[src/hdl/hsv_to_rgb_converter_defines.svh]
// ----------------------------------------------------------------------------
// hsv_to_rgb_converter_defines
// Assertion macros shared by the HSV to RGB converter modules.
// ----------------------------------------------------------------------------
`ifndef HSV_TO_RGB_CONVERTER_DEFINES_SVH
`define HSV_TO_RGB_CONVERTER_DEFINES_SVH

// same-cycle implication
`define HSV2RGB_ASSERT_IMPL(label, clk, rst, ante, cons) \
   label: assert property (@(posedge clk) disable iff (rst) (ante) |-> (cons)) \
      else $error("hsv2rgb check failed");

// next-cycle implication
`define HSV2RGB_ASSERT_NEXT(label, clk, rst, ante, cons) \
   label: assert property (@(posedge clk) disable iff (rst) (ante) |=> (cons)) \
      else $error("hsv2rgb check failed");

`endif

[src/hdl/hsv2rgb_pkg.sv]
// ----------------------------------------------------------------------------
// hsv2rgb_pkg
// Widths, source codes, sector table and stage types of the HSV to RGB
// converter.
// ----------------------------------------------------------------------------
package hsv2rgb_pkg;

   localparam int HUE_BITS    = 16;
   localparam int UNIT_BITS   = 16;
   localparam int CHAN_BITS   = 8;

   localparam int SEC_W       = 3;
   localparam int VAL_W       = UNIT_BITS + 1;
   localparam int MIX_W       = HUE_BITS + 3;
   localparam int DMF_W       = HUE_BITS + 1;
   localparam int SF_W        = VAL_W + HUE_BITS;
   localparam int SDF_W       = VAL_W + DMF_W;
   localparam int XS_W        = UNIT_BITS + HUE_BITS + 2;
   localparam int FAC_W       = UNIT_BITS + HUE_BITS + 1;
   localparam int PROD_W      = VAL_W + FAC_W;
   localparam int TOTAL_SHIFT = 2 * UNIT_BITS + HUE_BITS;

   // which of p, q, t, v feeds a channel
   localparam logic [1:0] SRC_P = 2'd0;
   localparam logic [1:0] SRC_Q = 2'd1;
   localparam logic [1:0] SRC_T = 2'd2;
   localparam logic [1:0] SRC_V = 2'd3;

   typedef logic [1:0] src_type;

   typedef struct packed {
      logic [VAL_W-1:0] bri;
      logic [FAC_W-1:0] red_fac;
      logic [FAC_W-1:0] green_fac;
      logic [FAC_W-1:0] blue_fac;
   } factor_type;

   function automatic src_type red_src(input logic [SEC_W-1:0] sector);
      case (sector)
         3'd0:    return SRC_V;
         3'd1:    return SRC_Q;
         3'd2:    return SRC_P;
         3'd3:    return SRC_P;
         3'd4:    return SRC_T;
         default: return SRC_V;
      endcase
   endfunction

   function automatic src_type green_src(input logic [SEC_W-1:0] sector);
      case (sector)
         3'd0:    return SRC_T;
         3'd1:    return SRC_V;
         3'd2:    return SRC_V;
         3'd3:    return SRC_Q;
         3'd4:    return SRC_P;
         default: return SRC_P;
      endcase
   endfunction

   function automatic src_type blue_src(input logic [SEC_W-1:0] sector);
      case (sector)
         3'd0:    return SRC_P;
         3'd1:    return SRC_P;
         3'd2:    return SRC_T;
         3'd3:    return SRC_V;
         3'd4:    return SRC_V;
         default: return SRC_Q;
      endcase
   endfunction

endpackage

[src/hdl/hsv2rgb_scale.sv]
// ----------------------------------------------------------------------------
// hsv2rgb_scale
// Two stages: brightness times channel factor, then scale by 255 with
// round half up and clamp into the output register.
// ----------------------------------------------------------------------------
`include "hsv_to_rgb_converter_defines.svh"

module hsv2rgb_scale (
   input  logic                                clock,
   input  logic                                reset,
   input  logic                                in_valid,
   output logic                                in_stall,
   input  hsv2rgb_pkg::factor_type             in_fac,
   output logic                                out_valid,
   input  logic                                out_stall,
   output logic [hsv2rgb_pkg::CHAN_BITS-1:0]   red,
   output logic [hsv2rgb_pkg::CHAN_BITS-1:0]   green,
   output logic [hsv2rgb_pkg::CHAN_BITS-1:0]   blue
);
   import hsv2rgb_pkg::*;

   localparam int ACC_W = TOTAL_SHIFT + CHAN_BITS;
   localparam logic [ACC_W-1:0] HALF = ACC_W'(1) << (TOTAL_SHIFT - 1);

   logic en4, en5;

   logic                 s4_vld_ff;
   logic [PROD_W-1:0]    s4_red_ff, s4_green_ff, s4_blue_ff;
   logic [PROD_W-1:0]    s4_red_in, s4_green_in, s4_blue_in;

   logic                 s5_vld_ff;
   logic [CHAN_BITS-1:0] s5_red_ff, s5_green_ff, s5_blue_ff;

   assign en5      = !s5_vld_ff || !out_stall;
   assign en4      = !s4_vld_ff || en5;
   assign in_stall = !en4;

   // floor(255 * n / 2^TOTAL_SHIFT + 1/2), saturating at one
   function automatic logic [CHAN_BITS-1:0] to_chan(input logic [PROD_W-1:0] n);
      logic [ACC_W-1:0] low;
      logic [ACC_W-1:0] acc;
      low = ACC_W'(n[TOTAL_SHIFT-1:0]);
      acc = (low << CHAN_BITS) - low + HALF;
      if (n[PROD_W-1:TOTAL_SHIFT] != '0) begin
         return '1;
      end
      return acc[ACC_W-1:TOTAL_SHIFT];
   endfunction

   always_comb begin
      s4_red_in   = PROD_W'(in_fac.bri) * PROD_W'(in_fac.red_fac);
      s4_green_in = PROD_W'(in_fac.bri) * PROD_W'(in_fac.green_fac);
      s4_blue_in  = PROD_W'(in_fac.bri) * PROD_W'(in_fac.blue_fac);
   end

   always_ff @(posedge clock) begin
      if (reset) begin
         s4_vld_ff <= 1'b0;
         s5_vld_ff <= 1'b0;
      end else begin
         if (en4) begin
            s4_vld_ff <= in_valid;
         end
         if (en5) begin
            s5_vld_ff <= s4_vld_ff;
         end
      end
   end

   always_ff @(posedge clock) begin
      if (en4) begin
         s4_red_ff   <= s4_red_in;
         s4_green_ff <= s4_green_in;
         s4_blue_ff  <= s4_blue_in;
      end
      if (en5) begin
         s5_red_ff   <= to_chan(s4_red_ff);
         s5_green_ff <= to_chan(s4_green_ff);
         s5_blue_ff  <= to_chan(s4_blue_ff);
      end
   end

   assign out_valid = s5_vld_ff;
   assign red       = s5_red_ff;
   assign green     = s5_green_ff;
   assign blue      = s5_blue_ff;

   // a product held behind a stalled output is neither lost nor changed
   `HSV2RGB_ASSERT_NEXT(a_prod_hold, clock, reset, s4_vld_ff && !en5,
      s4_vld_ff && $stable(s4_red_ff) && $stable(s4_green_ff) && $stable(s4_blue_ff))

endmodule

[config.mk]
export PLATFORM = sky130hd
export DESIGN_NAME = hsv2rgb_scale
export DESIGN_NICKNAME = d
export VERILOG_FILES = /design/src/hdl/hsv2rgb_pkg.sv /design/src/hdl/hsv2rgb_scale.sv
export VERILOG_INCLUDE_DIRS = /design/src /design/src/hdl
export SDC_FILE = /design/constraint.sdc
export NUM_CORES = 2
export LEC_CHECK = 0
export ABC_AREA = 1
export BUFFER_PORTS_ARGS = -buffer_cell sky130_fd_sc_hd__buf_4
export CORE_MARGIN = 1
export CORE_UTILIZATION = 35
export DETAILED_ROUTE_END_ITERATION = 8
export GPL_TIMING_DRIVEN = 0
export PLACE_DENSITY = 0.51
export SLEW_MARGIN = 20
export SYNTH_ARGS = -nofsm -noshare
export SYNTH_HDL_FRONTEND = slang
export SYNTH_SLANG_ARGS = --single-unit
[constraint.sdc]
create_clock -name clock -period 14 [get_ports clock]
set_input_delay 2.1 -clock clock [delete_from_list [all_inputs] [get_ports clock]]
set_output_delay 2.1 -clock clock [all_outputs]
set_load 0.005 [all_outputs]
After elaboration in Yosys (flattened, before gate mapping)
Cells that the tools add are included.

storage, ports and cells
  register bits after elaboration = 176
  logic and storage cells = 38

cells by class
  $add $sub $neg = 6
  $mul = 3
  muxes and demuxes = 12
  reductions and logical operators = 9

operators by type and width
  kind                                             count
  adder 56 x 48 -> 56 bit (second input constant)  3
  subtractor 56 x 48 -> 56 bit                     3
  multiplier 17 x 33 -> 50 bit                     3
  2-to-1 mux 8 bit                                 6
  2-to-1 mux 1 bit                                 6
  nonzero test 2 bit                               3
  zero test 1 bit                                  4
  logical OR 1 bit                                 2

Logic depth before layout (Yosys ltp)
  depth after elaboration = 4
  depth in mapped cells = 29
  depth with buffers taken out = 27

Worst setup path after synthesis
OpenSTA, ideal clock, no wires.

  path kind = input -> register
  from = input port in_fac[107] in the netlist's numbering
  to = register s4_red_ff[41], data pin
  library setup time = 252 ps
  arrival time = 7208 ps
  slack = 6540 ps
  cell stages on the path = 23
  cells stage by stage = clkbuf_1 > clkbuf_1 > clkbuf_1 > nand2_1 > fa_1 > inv_1 > fa_1 > fa_1 > fa_1 > fa_1 > inv_1 > fa_1 > inv_1 > ha_1 > a21oi_1 > o21ai_0 > inv_1 > nand2_1 > nand3b_2 > nand2_2 > nand2_1 > nand2_1 > nand2_1

between the ends
  longest elaborated chain between the ends = 1

RTL lines
  item                          RTL line             source
  start: declaration            hsv2rgb_scale.sv:13  input hsv2rgb_pkg::factor_type in_fac,
  multiplier 17 x 33 -> 50 bit  hsv2rgb_scale.sv:51  s4_red_in = PROD_W'(in_fac.bri) * PROD_W'(in_fac.red_fac);
  named net s4_red_in[41]       hsv2rgb_scale.sv:29  logic [PROD_W-1:0] s4_red_in, s4_green_in, s4_blue_in;
  end signal: assignment        hsv2rgb_scale.sv:72  s4_red_ff <= s4_red_in;
  end: declaration              hsv2rgb_scale.sv:28  logic [PROD_W-1:0] s4_red_ff, s4_green_ff, s4_blue_ff;

The timed path passes the listed nets, and every way through them passes these cells.
A chain may end at the register's enable or synchronous reset.

Worst setup path in the final report
  from = input port in_fac[112] in the netlist's numbering
  to = register s4_green_ff[44], data pin

between the ends
  longest elaborated chain between the ends = 1

RTL lines
  item                          RTL line             source
  multiplier 17 x 33 -> 50 bit  hsv2rgb_scale.sv:52  s4_green_in = PROD_W'(in_fac.bri) * PROD_W'(in_fac.green_fac);
  named net s4_green_in[44]     hsv2rgb_scale.sv:29
  end signal: assignment        hsv2rgb_scale.sv:73  s4_green_ff <= s4_green_in;
  end: declaration              hsv2rgb_scale.sv:28

The timed path passes the listed nets, and every way through them passes these cells.

==> results by group <==
Yosys
  • Syn Area/Cell: a little over 7 sq um
  • Count of cell types in the netlist: 39
  • YS warnings: 0
  • Share of the synthesized area in the top cell type: a little under two fifths
  • Synthesis-stage register bit count: 176
  • Post-Syn Area: 73900 sq um
  • EDFF count, synth: 174
  • Top_reg_cell synth: edfxtp_1
  • Sequential element share of the synthesized area: 7.13%
  • Mapped Nets: approximately 13000
  • Fraction of registers with async set/reset: 0%
  • Cells after Synth: 10400
  • Synth area leader: fa_1
  • Area contributors post-synth: fa_1, nand2_1, inv_1, ha_1, edfxtp_1

STA
  • Layout Skew: 0.0174 ns
  • Final Max Slew Viols: 0
  • Hold Vio Cnt, Final: 0
  • Max-slew headroom: 13.2%
  • Fin crit period: 9.16 ns
  • Worst-Margin Slew: 1.30 ns
  • Highest clock rate: 0.109 GHz
  • Fin crit share: 65.4%
  • Final setup vio count: 0
  • Setup TNS: 0 ns
  • RSZ-0062 raised after global routing: no

Finish
  • Area delta synth->final: 6.29%
  • # fillers: 22600
  • Layout cells sized above 1: between 2 and 2.5%
  • Nets: 12600
  • Area of the multi-input gates: 55400 sq um
  • Flip-flop and latch area: about 5300 sq um

Min path
  • Hold depth: 2
  • Hold Path Class: reg -> reg

Route
  • DRC violations left: 0
  • Vias: 63300
  • Total Wirelength: 279 mm
  • Met3 WL: 23.8 mm
  • DR WL met2: 116 mm
  • Wire per inst: around 21 um
  • WL met1: 125 mm
  • Post-route antenna net violation count: 0
  • DR vias/cell: 4.77
  • DR top layer: met5
  • Detailed Route Iter0 Violations: 4779
  • DRT Pass-1 Iters: 6

Floorplan
  • Std cell rows: ~170
  • Die ar.: 213000 sq um
  • Core Area: 210000 sq um
  • Chip height: 461 um
  • I/O pin count: 146
  • Initial Utilization: a little over a third
  • Chip width: between 400 and 500 um

Placement
  • Port buffer count: 29
  • GP Congestion: 0.990
  • Detail Placement HPWL: ~240 mm

Clock tree
  • Worst-case clock buffer depth: 2
  • CTS sink cnt: 176
  • Clock Root Buffer: clkbuf_16
  • Resized Gates After CTS: 0
  • Clk Latency, worst-skew pair: 0.49 ns
  • Number of buffers created by CTS: 17
  • TritonCTS clock tree: done
  • Clock slew at reported path FFs: 0.08 ns
  • Setup bufs post-CTS: 0
  • H-tree depth: 4
  • Cts hold-fix bufs: 0

Setup path
  • CP startpoint kind: input pin
  • R2R depth: 11
  • Max FO, Critical Path: 10
  • Delay-heaviest family, CP: adder cells
  • Slowest CP cell: buf_1
  • Critical path class: in -> reg
  • Worst Path Arrival: 9.41 ns
  • Cell Chain, Critical Path: clkbuf_1, buf_2, buf_1, nand2_1, fa_1, inv_1, fa_1, fa_1, fa_1, fa_1, inv_1, fa_1, inv_1, ha_1, a21oi_1, o21ai_0, a21oi_1, nor2_1, nor2_1, nand2_1, nand2_1, nand2_1
  • Bufs and invs on worst path: 6
  • WP data required: 14.26 ns
  • Crit-path max cell delay: 1.00 ns
  • Critical Path Stages: 22
  • Worst path most repeated cell: fa_1
  • Crit path capture type: register

Run status
  • Status: finished clean

Global route
  • First-pass GRT wire length: 414 mm
  • Initial antenna violation count: 34
  • Total Routing Usage GR: 26.5%
  • Vias in the first global route: 64900
  • Remaining Overflow, GRT: 0
  • Largest net degree at the start of global routing: 101

Flow run
  • Max_cap viols: 0
## placed cells by master (no fill, tap or decap), drive strengths merged, types with 4 or more instances in the layout
| master | count |
|---|---|
| a21o | 9 |
| nand4 | 65 |
| clkbuf | 372 |
| xor2 | 72 |
| nor3 | 61 |
| buf | 68 |
| o21a | 8 |
| nand2 | 3243 |
| a31oi | 4 |
| o21ai | 92 |
| fa | 1392 |
| edfxtp | 174 |
| and2 | 13 |
| diode | 16 |
| o21bai | 34 |
| nor2 | 500 |
| ha | 630 |
| nand3b | 17 |
| a21oi | 257 |
| inv | 3135 |
| clkinv | 8 |
| a21boi | 4 |
| xnor2 | 14 |
| nand3 | 280 |
## synth_stat cells (14+ instances only)
library cell  number
fa_1            1392
o21ai_0           84
a21oi_1          255
buf_1             15
xor2_1            72
nor2_2            25
edfxtp_1         174
nand2_2           26
nand4_1           65
xnor2_1           14
nand3_1          269
clkbuf_1         355
nand2_1         3216
buf_2             15
nor3_1            47
inv_1           3123
ha_1             630
nor2_1           472
o21bai_1          33
nand3b_1          16
## kinds of logic (layout without fill, tap and decap cells)
logic type	count (synthesis)	count (layout)	synth area share, %
other	0	16	0
AOI/OAI and AO/OA	409	409	2.98
DFF	176	176	7.13
xor gates and xnor gates	86	86	1.02
and+or+nand+nor	4181	4181	22.6
adders and majority gates	2022	2022	48.4
buffers and inverters	3514	3583	17.9
## tightest hold or removal path, delay by kind of cell (launching register included)
family                 cells  cell delay, ns
buffers and inverters      1            0.06
DFF                        1            0.30
AOI/OAI and AO/OA          1            0.06
## per-layer routing
metal	up-vias	GRT usage [%]
li1	29600	-
met1	30900	37.2
met2	2334	39.6
met3	378	5.23
met4	14	11.3
met5	-	0
## final cells by class
class	instances	area share, %
Antenna cell	16	0.0510
Inverter	3129	15.0
Clock buffer	17	0.542
Clock inverter	14	0.214
Tap cell	2805	4.47
Multi-Input combinational cell	6698	70.6
Buffer	385	1.94
Sequential cell	176	6.71
Timing Repair Buffer	38	0.551
## sequential cells by signal (all words and copies together) (netlist names)
signal       flops
s4_red_ff       50
green            8
out_valid        1
red              8
blue             8
s4_vld_ff        1
s4_green_ff     50
s4_blue_ff      50
## stage by stage
step / hold slack (ns) / instances / worst slack, ns / util (%) / area (sq um)
final: 0.467 / 13300 / 4.84 / 37.5 / 78500
after detailed placement: 0.451 / 13200 / 4.50 / 37.1 / 77800
after floorplan: 0.430 / 10400 / 6.54 / - / 73900
after global placement: 0.438 / 13200 / 3.98 / 37.0 / 77600
after CTS: 0.479 / 13300 / 5.05 / 37.4 / 78400
after global routing: 0.513 / 13300 / 4.75 / 37.5 / 78500
## path summary, 6_finish.rpt
path / startpoint / end / slack [ns]
max reg2reg: s4_red_ff[36] / red[1] / 11.35
min: s4_vld_ff / out_valid / 0.47
min reg2reg: s4_vld_ff / out_valid / 0.47
max: in_fac[112] / s4_green_ff[44] / 4.84
Power is not shown: default switching activity piles up to over one toggle a cycle in this logic, so the estimate is an artifact.
