## config.mk

```make
export PLATFORM = sky130hd
export DESIGN_NAME = hsv2rgb_factor
export DESIGN_NICKNAME = d
export VERILOG_FILES = /design/src/hdl/hsv2rgb_pkg.sv /design/src/hdl/hsv2rgb_factor.sv
export VERILOG_INCLUDE_DIRS = /design/src /design/src/hdl
export SDC_FILE = /design/constraint.sdc
export NUM_CORES = 2
export LEC_CHECK = 0
export ABC_AREA = 1
export BUFFER_PORTS_ARGS = -buffer_cell sky130_fd_sc_hd__buf_4
export CAP_MARGIN = 20
export CORE_ASPECT_RATIO = 0.7
export CORE_UTILIZATION = 40
export DETAILED_ROUTE_END_ITERATION = 8
export GPL_TIMING_DRIVEN = 0
export PLACE_DENSITY = 0.52
export SETUP_SLACK_MARGIN = 0.3
export SLEW_MARGIN = 20
export SYNTH_ARGS = -nofsm -noshare
export SYNTH_HDL_FRONTEND = slang
export SYNTH_SLANG_ARGS = --single-unit
export TNS_END_PERCENT = 10
```

## constraint.sdc

```tcl
create_clock -name clock -period 10.95 [get_ports clock]
set_clock_uncertainty 0.1 [all_clocks]
set_input_delay 2.19 -clock clock [delete_from_list [all_inputs] [get_ports clock]]
set_output_delay 2.19 -clock clock [all_outputs]
set_load 0.005 [all_outputs]
```

## src/hdl/hsv_to_rgb_converter_defines.svh

```systemverilog
// ----------------------------------------------------------------------------
// hsv_to_rgb_converter_defines
// Assertion macros shared by the HSV to RGB converter modules.
// ----------------------------------------------------------------------------
`ifndef HSV_TO_RGB_CONVERTER_DEFINES_SVH
`define HSV_TO_RGB_CONVERTER_DEFINES_SVH

// same-cycle implication
`define HSV2RGB_ASSERT_IMPL(label, clk, rst, ante, cons) \
   label: assert property (@(posedge clk) disable iff (rst) (ante) |-> (cons)) \
      else $error("hsv2rgb check failed");

// next-cycle implication
`define HSV2RGB_ASSERT_NEXT(label, clk, rst, ante, cons) \
   label: assert property (@(posedge clk) disable iff (rst) (ante) |=> (cons)) \
      else $error("hsv2rgb check failed");

`endif

```

## src/hdl/hsv2rgb_pkg.sv

```systemverilog
// ----------------------------------------------------------------------------
// hsv2rgb_pkg
// Widths, source codes, sector table and stage types of the HSV to RGB
// converter.
// ----------------------------------------------------------------------------
package hsv2rgb_pkg;

   localparam int HUE_BITS    = 16;
   localparam int UNIT_BITS   = 16;
   localparam int CHAN_BITS   = 8;

   localparam int SEC_W       = 3;
   localparam int VAL_W       = UNIT_BITS + 1;
   localparam int MIX_W       = HUE_BITS + 3;
   localparam int DMF_W       = HUE_BITS + 1;
   localparam int SF_W        = VAL_W + HUE_BITS;
   localparam int SDF_W       = VAL_W + DMF_W;
   localparam int XS_W        = UNIT_BITS + HUE_BITS + 2;
   localparam int FAC_W       = UNIT_BITS + HUE_BITS + 1;
   localparam int PROD_W      = VAL_W + FAC_W;
   localparam int TOTAL_SHIFT = 2 * UNIT_BITS + HUE_BITS;

   // which of p, q, t, v feeds a channel
   localparam logic [1:0] SRC_P = 2'd0;
   localparam logic [1:0] SRC_Q = 2'd1;
   localparam logic [1:0] SRC_T = 2'd2;
   localparam logic [1:0] SRC_V = 2'd3;

   typedef logic [1:0] src_type;

   typedef struct packed {
      logic [VAL_W-1:0] bri;
      logic [FAC_W-1:0] red_fac;
      logic [FAC_W-1:0] green_fac;
      logic [FAC_W-1:0] blue_fac;
   } factor_type;

   function automatic src_type red_src(input logic [SEC_W-1:0] sector);
      case (sector)
         3'd0:    return SRC_V;
         3'd1:    return SRC_Q;
         3'd2:    return SRC_P;
         3'd3:    return SRC_P;
         3'd4:    return SRC_T;
         default: return SRC_V;
      endcase
   endfunction

   function automatic src_type green_src(input logic [SEC_W-1:0] sector);
      case (sector)
         3'd0:    return SRC_T;
         3'd1:    return SRC_V;
         3'd2:    return SRC_V;
         3'd3:    return SRC_Q;
         3'd4:    return SRC_P;
         default: return SRC_P;
      endcase
   endfunction

   function automatic src_type blue_src(input logic [SEC_W-1:0] sector);
      case (sector)
         3'd0:    return SRC_P;
         3'd1:    return SRC_P;
         3'd2:    return SRC_T;
         3'd3:    return SRC_V;
         3'd4:    return SRC_V;
         default: return SRC_Q;
      endcase
   endfunction

endpackage

```

## src/hdl/hsv2rgb_factor.sv

```systemverilog
// ----------------------------------------------------------------------------
// hsv2rgb_factor
// Three stages: hue split into sector and fraction, saturation products,
// then p/q/t formed, clamped at zero and routed to the three channels.
// ----------------------------------------------------------------------------
`include "hsv_to_rgb_converter_defines.svh"

module hsv2rgb_factor (
   input  logic                                clock,
   input  logic                                reset,
   input  logic                                in_valid,
   output logic                                in_stall,
   input  logic [hsv2rgb_pkg::HUE_BITS-1:0]    hue,
   input  logic [hsv2rgb_pkg::VAL_W-1:0]       saturation,
   input  logic [hsv2rgb_pkg::VAL_W-1:0]       brightness,
   output logic                                out_valid,
   input  logic                                out_stall,
   output hsv2rgb_pkg::factor_type             out_fac
);
   import hsv2rgb_pkg::*;

   localparam logic signed [XS_W-1:0] ONE_X  = XS_W'(1) << UNIT_BITS;
   localparam logic signed [XS_W-1:0] FULL_X = XS_W'(1) << (UNIT_BITS + HUE_BITS);
   localparam logic [DMF_W-1:0]       D_VAL  = DMF_W'(1) << HUE_BITS;

   logic en1, en2, en3;

   // stage 1
   logic                 s1_vld_ff;
   logic [SEC_W-1:0]     s1_sector_ff, s1_sector_in;
   logic [HUE_BITS-1:0]  s1_frac_ff, s1_frac_in;
   logic [DMF_W-1:0]     s1_dmf_ff, s1_dmf_in;
   logic [VAL_W-1:0]     s1_sat_ff, s1_bri_ff;
   logic [MIX_W-1:0]     six_h;

   // stage 2
   logic                 s2_vld_ff;
   logic [SEC_W-1:0]     s2_sector_ff;
   logic [VAL_W-1:0]     s2_sat_ff, s2_bri_ff;
   logic [SF_W-1:0]      s2_sf_ff, s2_sf_in;
   logic [SDF_W-1:0]     s2_sdf_ff, s2_sdf_in;

   // stage 3
   logic                 s3_vld_ff;
   factor_type           s3_fac_ff, s3_fac_in;
   logic signed [XS_W-1:0] xp, xq, xt;
   logic [FAC_W-1:0]     fp, fq, ft, fv;

   assign en3      = !s3_vld_ff || !out_stall;
   assign en2      = !s2_vld_ff || en3;
   assign en1      = !s1_vld_ff || en2;
   assign in_stall = !en1;

   function automatic logic [FAC_W-1:0] clamp_pos(input logic signed [XS_W-1:0] x);
      if (x <= 0) begin
         return '0;
      end
      return x[FAC_W-1:0];
   endfunction

   function automatic logic [FAC_W-1:0] pick(input src_type src,
                                             input logic [FAC_W-1:0] p,
                                             input logic [FAC_W-1:0] q,
                                             input logic [FAC_W-1:0] t,
                                             input logic [FAC_W-1:0] v);
      case (src)
         SRC_P:   return p;
         SRC_Q:   return q;
         SRC_T:   return t;
         default: return v;
      endcase
   endfunction

   // six times the hue by shift and add
   always_comb begin
      six_h        = (MIX_W'(hue) << 2) + (MIX_W'(hue) << 1);
      s1_sector_in = six_h[MIX_W-1:HUE_BITS];
      s1_frac_in   = six_h[HUE_BITS-1:0];
      s1_dmf_in    = D_VAL - DMF_W'(s1_frac_in);
   end

   always_comb begin
      s2_sf_in  = SF_W'(s1_sat_ff) * SF_W'(s1_frac_ff);
      s2_sdf_in = SDF_W'(s1_sat_ff) * SDF_W'(s1_dmf_ff);
   end

   always_comb begin
      xp = (ONE_X - $signed(XS_W'(s2_sat_ff))) <<< HUE_BITS;
      xq = FULL_X - $signed(XS_W'(s2_sf_ff));
      xt = FULL_X - $signed(XS_W'(s2_sdf_ff));
      fp = clamp_pos(xp);
      fq = clamp_pos(xq);
      ft = clamp_pos(xt);
      fv = FULL_X[FAC_W-1:0];
      s3_fac_in.bri       = s2_bri_ff;
      s3_fac_in.red_fac   = pick(red_src(s2_sector_ff), fp, fq, ft, fv);
      s3_fac_in.green_fac = pick(green_src(s2_sector_ff), fp, fq, ft, fv);
      s3_fac_in.blue_fac  = pick(blue_src(s2_sector_ff), fp, fq, ft, fv);
   end

   always_ff @(posedge clock) begin
      if (reset) begin
         s1_vld_ff <= 1'b0;
         s2_vld_ff <= 1'b0;
         s3_vld_ff <= 1'b0;
      end else begin
         if (en1) begin
            s1_vld_ff <= in_valid;
         end
         if (en2) begin
            s2_vld_ff <= s1_vld_ff;
         end
         if (en3) begin
            s3_vld_ff <= s2_vld_ff;
         end
      end
   end

   always_ff @(posedge clock) begin
      if (en1) begin
         s1_sector_ff <= s1_sector_in;
         s1_frac_ff   <= s1_frac_in;
         s1_dmf_ff    <= s1_dmf_in;
         s1_sat_ff    <= saturation;
         s1_bri_ff    <= brightness;
      end
      if (en2) begin
         s2_sector_ff <= s1_sector_ff;
         s2_sat_ff    <= s1_sat_ff;
         s2_bri_ff    <= s1_bri_ff;
         s2_sf_ff     <= s2_sf_in;
         s2_sdf_ff    <= s2_sdf_in;
      end
      if (en3) begin
         s3_fac_ff <= s3_fac_in;
      end
   end

   assign out_valid = s3_vld_ff;
   assign out_fac   = s3_fac_ff;

   // input only blocked when every stage is full and the far side stalls
   `HSV2RGB_ASSERT_IMPL(a_stall_full, clock, reset, in_stall,
      s1_vld_ff && s2_vld_ff && s3_vld_ff && out_stall)
   // a stalled item at the output stays put
   `HSV2RGB_ASSERT_NEXT(a_fac_hold, clock, reset, s3_vld_ff && out_stall,
      s3_vld_ff && $stable(s3_fac_ff))

endmodule

```

# == After elaboration in Yosys (flattened, before gate mapping) ==
# Cells that the tools add are included.
# W data, S select, Z words.
# totals
elab_cells,68
in_bits,54
register_bits,293
# op_classes
add_sub_neg,5
reduce_logical,16
n_eq_ne,10
mul,2
n_mux,15
n_lt_le_gt_ge,3
# ops
operator,n
$pmux W33 S3,3
$mux W33,6
$le A34 B1 Y1 const B,3
$mul A17 B17 Y34,1
$sub A33 B33 Y34 const A,1
$sub A34 B34 Y34 const A,1
$mul A17 B16 Y33,1
$add A18 B17 Y19,1
$pmux W2 S3,3
$sub A17 B17 Y18 const A,1
$sub A17 B16 Y17 const A,1
$reduce_or A2 Y1,4
$eq A2 B1 Y1 const B,3
$eq A2 B2 Y1 const B,3
$eq A3 B2 Y1 const B,2
$logic_not A2 Y1,3
$logic_not A1 Y1,5
$eq A3 B1 Y1 const B,1
$eq A3 B3 Y1 const B,1
$logic_not A3 Y1,1
$logic_or A1 B1 Y1,3
$mux W1,3

# == Logic depth before layout (Yosys ltp) ==
# logic_depth
ltp_word,5
mapped_depth,28

# == Worst setup path before layout ==
# Ideal clock, no wire load.
# synth_path
kind,input to output
startpoint,in out_stall
endpoint,out in_stall
path_stages,4
t_required_ps,8660
path_slack_ps,1651
t_arrival_ps,7009
path_cell_list,nand2_1 -> nor2_1 -> inv_1 -> nor2_1
# synth_via
elab_chain_len,5
# synth_lines
item,line,source
"start, declared",hsv2rgb_factor.sv:17,"input logic out_stall,"
$logic_not A1 Y1,hsv2rgb_factor.sv:49,assign en3 = !s3_vld_ff || !out_stall;
$logic_or A1 B1 Y1,hsv2rgb_factor.sv:49,
$logic_or A1 B1 Y1,hsv2rgb_factor.sv:50,assign en2 = !s2_vld_ff || en3;
via en2,hsv2rgb_factor.sv:26,"logic en1, en2, en3;"
$logic_or A1 B1 Y1,hsv2rgb_factor.sv:51,assign en1 = !s1_vld_ff || en2;
$logic_not A1 Y1,hsv2rgb_factor.sv:52,assign in_stall = !en1;
"end, declared",hsv2rgb_factor.sv:12,"output logic in_stall,"
# The timed path passes the listed nets, and every way through them passes these cells.

# == Worst setup path after layout ==
# layout_path
startpoint,reg s1_frac_ff[6]
endpoint,reg s2_sf_ff[30] (data pin)
# layout_via
elab_chain_len,1
# layout_lines
item,line,source
"start, declared",hsv2rgb_factor.sv:31,"logic [HUE_BITS-1:0] s1_frac_ff, s1_frac_in;"
"start signal, assigned",hsv2rgb_factor.sv:122,s1_frac_ff <= s1_frac_in;
$mul A17 B16 Y33,hsv2rgb_factor.sv:83,s2_sf_in = SF_W'(s1_sat_ff) * SF_W'(s1_frac_ff);
via s2_sf_in[30],hsv2rgb_factor.sv:40,"logic [SF_W-1:0] s2_sf_ff, s2_sf_in;"
"end signal, assigned",hsv2rgb_factor.sv:131,s2_sf_ff <= s2_sf_in;
"end, declared",hsv2rgb_factor.sv:40,
# The timed path passes the listed nets, and every way through them passes these cells.
# A chain may end at the register's enable or synchronous reset.

==> metrics.md <==
| Metric | Value |
|---|---|
| Fin. Hold Viols | `0` |
| Max-cap violation count | `0` |
| Slew @ Worst Pin | `1.13 ns` |
| Area contributors post-synth | `edfxtp_1 26%, fa_1 25%, inv_1 11%, nand2_1 10%, ha_1 9.6%` |
| Gr ovfl total | `0` |
| Worst Hold End | `s2_sector_ff[1]` |
| Initial antenna violation count | `1` |
| Initial core utilization | `0.404` |
| HP Class | `register to register` |
| WL final | `113000 um` |
| FF-to-FF path depth | `24` |
| Total track usage | `0.277` |
| M3 GR Usage | `0.0969` |
| EDFF count, synth | `281` |
| Resized cells post-CTS | `0` |
| Core area | `0.0807 mm2` |
| Layer with the highest usage | `met1` |
| Cell taking the most area after synthesis | `edfxtp_1` |
| CTS Buf Count | `27` |
| Status | `finished clean` |
| Share of the synthesized area in the top cell type | `0.259` |
| # rows | `87` |
| # hold bufs at CTS | `0` |
| Final Cycle Share | `0.661` |
| Critical path endpoint category | `register` |
| Ports | `172` |
| Fillers | `8100` |
| Most frequent cells after synthesis | `942 x inv_1, 871 x nand2_1, 403 x fa_1` |
| First-pass GRT wire length | `168000 um` |
| Distinct cells, synth | `48` |
| DR vias | `26400` |
| RR Startpoint | `s1_frac_ff[6]` |
| Worst-path cell chain | `clkbuf_1, clkbuf_1, nand2_1, fa_1, inv_1, fa_1, fa_1, fa_1, fa_1, inv_1, fa_1, inv_1, ha_1, nand2_1, inv_1, nand2_1, nor3_1, nand4_1, nand3_1, nand2_1, o211ai_1, nand2_1, nand2_1, xor2_1` |
| Top-count cell post-synth | `inv_1` |
| Mean Syn Cell Area | `8.42 um2` |
| Vias in the first global route | `25900` |
| Setup_tns | `0 ns` |
| WS Path Type | `register to register` |
| Clock latency on the worst-skew pair | `0.59 ns` |
| Period minus WS final | `7.23 ns` |
| Layout Nets | `4781` |
| Starting DRC count in detailed routing | `2633` |
| Via density per instance | `5.11` |
| Area grow syn2layout | `11.1%` |
| Total clock sinks | `284` |
| Synth Warn # | `0` |
| Critical path launch point type | `register` |
| Synth Instances | `3872` |
| Asr flop ratio synth | `0` |
| Routed Antenna Nets | `0` |
| Critical path's largest stage delay | `0.65 ns` |
| CTS tree | `built` |
| Reg2Reg Setup Slack | `3.72 ns` |
| Fmax | `138 MHz` |
| Die width | `343 um` |
| Critical Path RT | `11.21 ns` |
| Register area share after synthesis | `0.261` |
| Slew Viols, Final | `0` |
| GR Util met2 | `0.366` |
| Clock Tree Buf Depth | `3` |
| Reg-to-Reg End | `s2_sf_ff[30]` |
| FF/Latch Area | `0.00850 mm2` |
| Critical path fanouts, max | `10` |
| Clk pin slew, worst setup/hold paths | `0.07 ns` |
| Hold Startpoint | `s1_sector_ff[1]` |
| Multi-input logic area | `0.0198 mm2` |
| # DRC | `0` |
| Die area | `0.0827 mm2` |
| Synthesized flop and latch total | `284` |
| Die H | `241 um` |
| Gpl congestion | `1.01` |
| H-tree levels | `1` |
| Setup violators final | `0` |
| Drt first pass iters | `5` |
| Met1 usage | `0.430` |
| Port-buffer cells | `168` |
| Share of cells above drive strength 1 | `0.0650` |
| Predominant post-synthesis flop cell | `edfxtp_1` |
| WP data arrival | `7.49 ns` |
| Post-CTS setup buffers | `0` |
| Mapped Area | `0.0326 mm2` |
| Slowest CP cell | `clkbuf_1` |
| WHS Path Cells | `0` |
| Detail Placement HPWL | `93800 um` |
| Unrepaired setup endpoints after global routing | `no` |
| Root Buffer | `clkbuf_16` |
| Largest net degree at the start of global routing | `80` |
| Per-cell routed wire length | `21.8 um` |
| Worst slew margin | `0.242` |
[critical path, delay by kind of cell (launching register included)]
kind	cells	cell delay [ns]
xor gates and xnor gates	1	0.27
buffers and inverters	6	1.27
DFF	1	0.37
and+or+nand+nor	9	1.30
AOI/OAI and AO/OA	1	0.14
adders and majority gates	7	3.55
[placed cells by master (no fill, tap or decap), drive strengths merged, types with 2 or more instances in the layout]
cell type / instances
inv: 948
nand2: 874
fa: 403
edfxtp: 281
ha: 249
nor2: 223
nand4: 211
buf: 203
clkbuf: 175
nand3: 130
o21ai: 99
a21oi: 78
xor2: 71
xnor2: 34
nand3b: 18
o21bai: 14
nor3: 13
clkinv: 12
a21o: 10
a31oi: 6
a21boi: 4
o21a: 4
nor4: 4
bufinv: 4
or2: 4
conb: 3
dfxtp: 3
a221oi: 2
o31ai: 2
o2111ai: 2
and2: 2
clkinvlp: 2
[registers in the layout (all words and copies together) (netlist names), 17 cells and up]
| register | cells |
|---|---|
| s2_sat_ff | 17 |
| s2_sf_ff | 32 |
| s1_bri_ff | 17 |
| s2_bri_ff | 17 |
| s2_sdf_ff | 32 |
| out_fac | 113 |
| s1_sat_ff | 17 |
[cells by family (layout without fill, tap and decap cells)]
family | after synthesis | count (layout) | share of synthesized area
buffers and inverters | 1124 | 1344 | 0.132
AO/OA/AOI/OAI | 226 | 226 | 0.0386
XOR/XNOR | 105 | 105 | 0.0282
other | 1 | 4 | 0.000115
flip-flops | 284 | 284 | 0.261
AND/OR/NAND/NOR | 1480 | 1480 | 0.197
adder cells (fa/ha/maj) | 652 | 652 | 0.343
[layer usage]
metal / part of all wire / wire [um]
met5: 0 / 0
met3: 0.11 / 12900
met1: 0.49 / 55200
met4: 0.018 / 2040
met2: 0.38 / 42400
[stage by stage]
stage | setup WS, ns | cell area [um2] | hold slack, ns | utilization | std cells
floorplan | 1.65 | 32600 | 0.300 | - | 3874
global placement | -1.39 | 35200 | 0.300 | 0.437 | 5110
detailed placement | 3.75 | 35300 | 0.305 | 0.438 | 5114
CTS | 3.69 | 36200 | 0.320 | 0.449 | 5162
global route | 3.33 | 36200 | 0.323 | 0.449 | 5162
finish | 3.72 | 36200 | 0.318 | 0.449 | 5163
[final cells by class]
class | count | share of cell area
multi-input combinational | 2466 | 0.547
sequential | 284 | 0.235
buffer | 177 | 0.0210
timing repair buffer | 172 | 0.0377
inverter | 947 | 0.0983
clock buffer | 29 | 0.0189
antenna | 1 | 0.0000691
tap | 1068 | 0.0369
clock inverter | 19 | 0.00577
[worst max path at each step]
| stage | start | endpoint | slack, ns | cells past startpoint |
|---|---|---|---|---|
| after detailed placement | s1_dmf_ff[9] | s2_sdf_ff[29] | 3.75 | 21 |
| final | s1_frac_ff[6] | s2_sf_ff[30] | 3.72 | 24 |
| after global routing | s1_frac_ff[6] | s2_sf_ff[30] | 3.33 | 24 |
| after CTS | s1_frac_ff[10] | s2_sf_ff[30] | 3.69 | 24 |
| after global placement | out_stall | s1_frac_ff[15] | -1.39 | 6 |
| after floorplan | out_stall | in_stall | 1.65 | 4 |
Power is not shown: default switching activity piles up to over one toggle a cycle in this logic, so the estimate is an artifact.
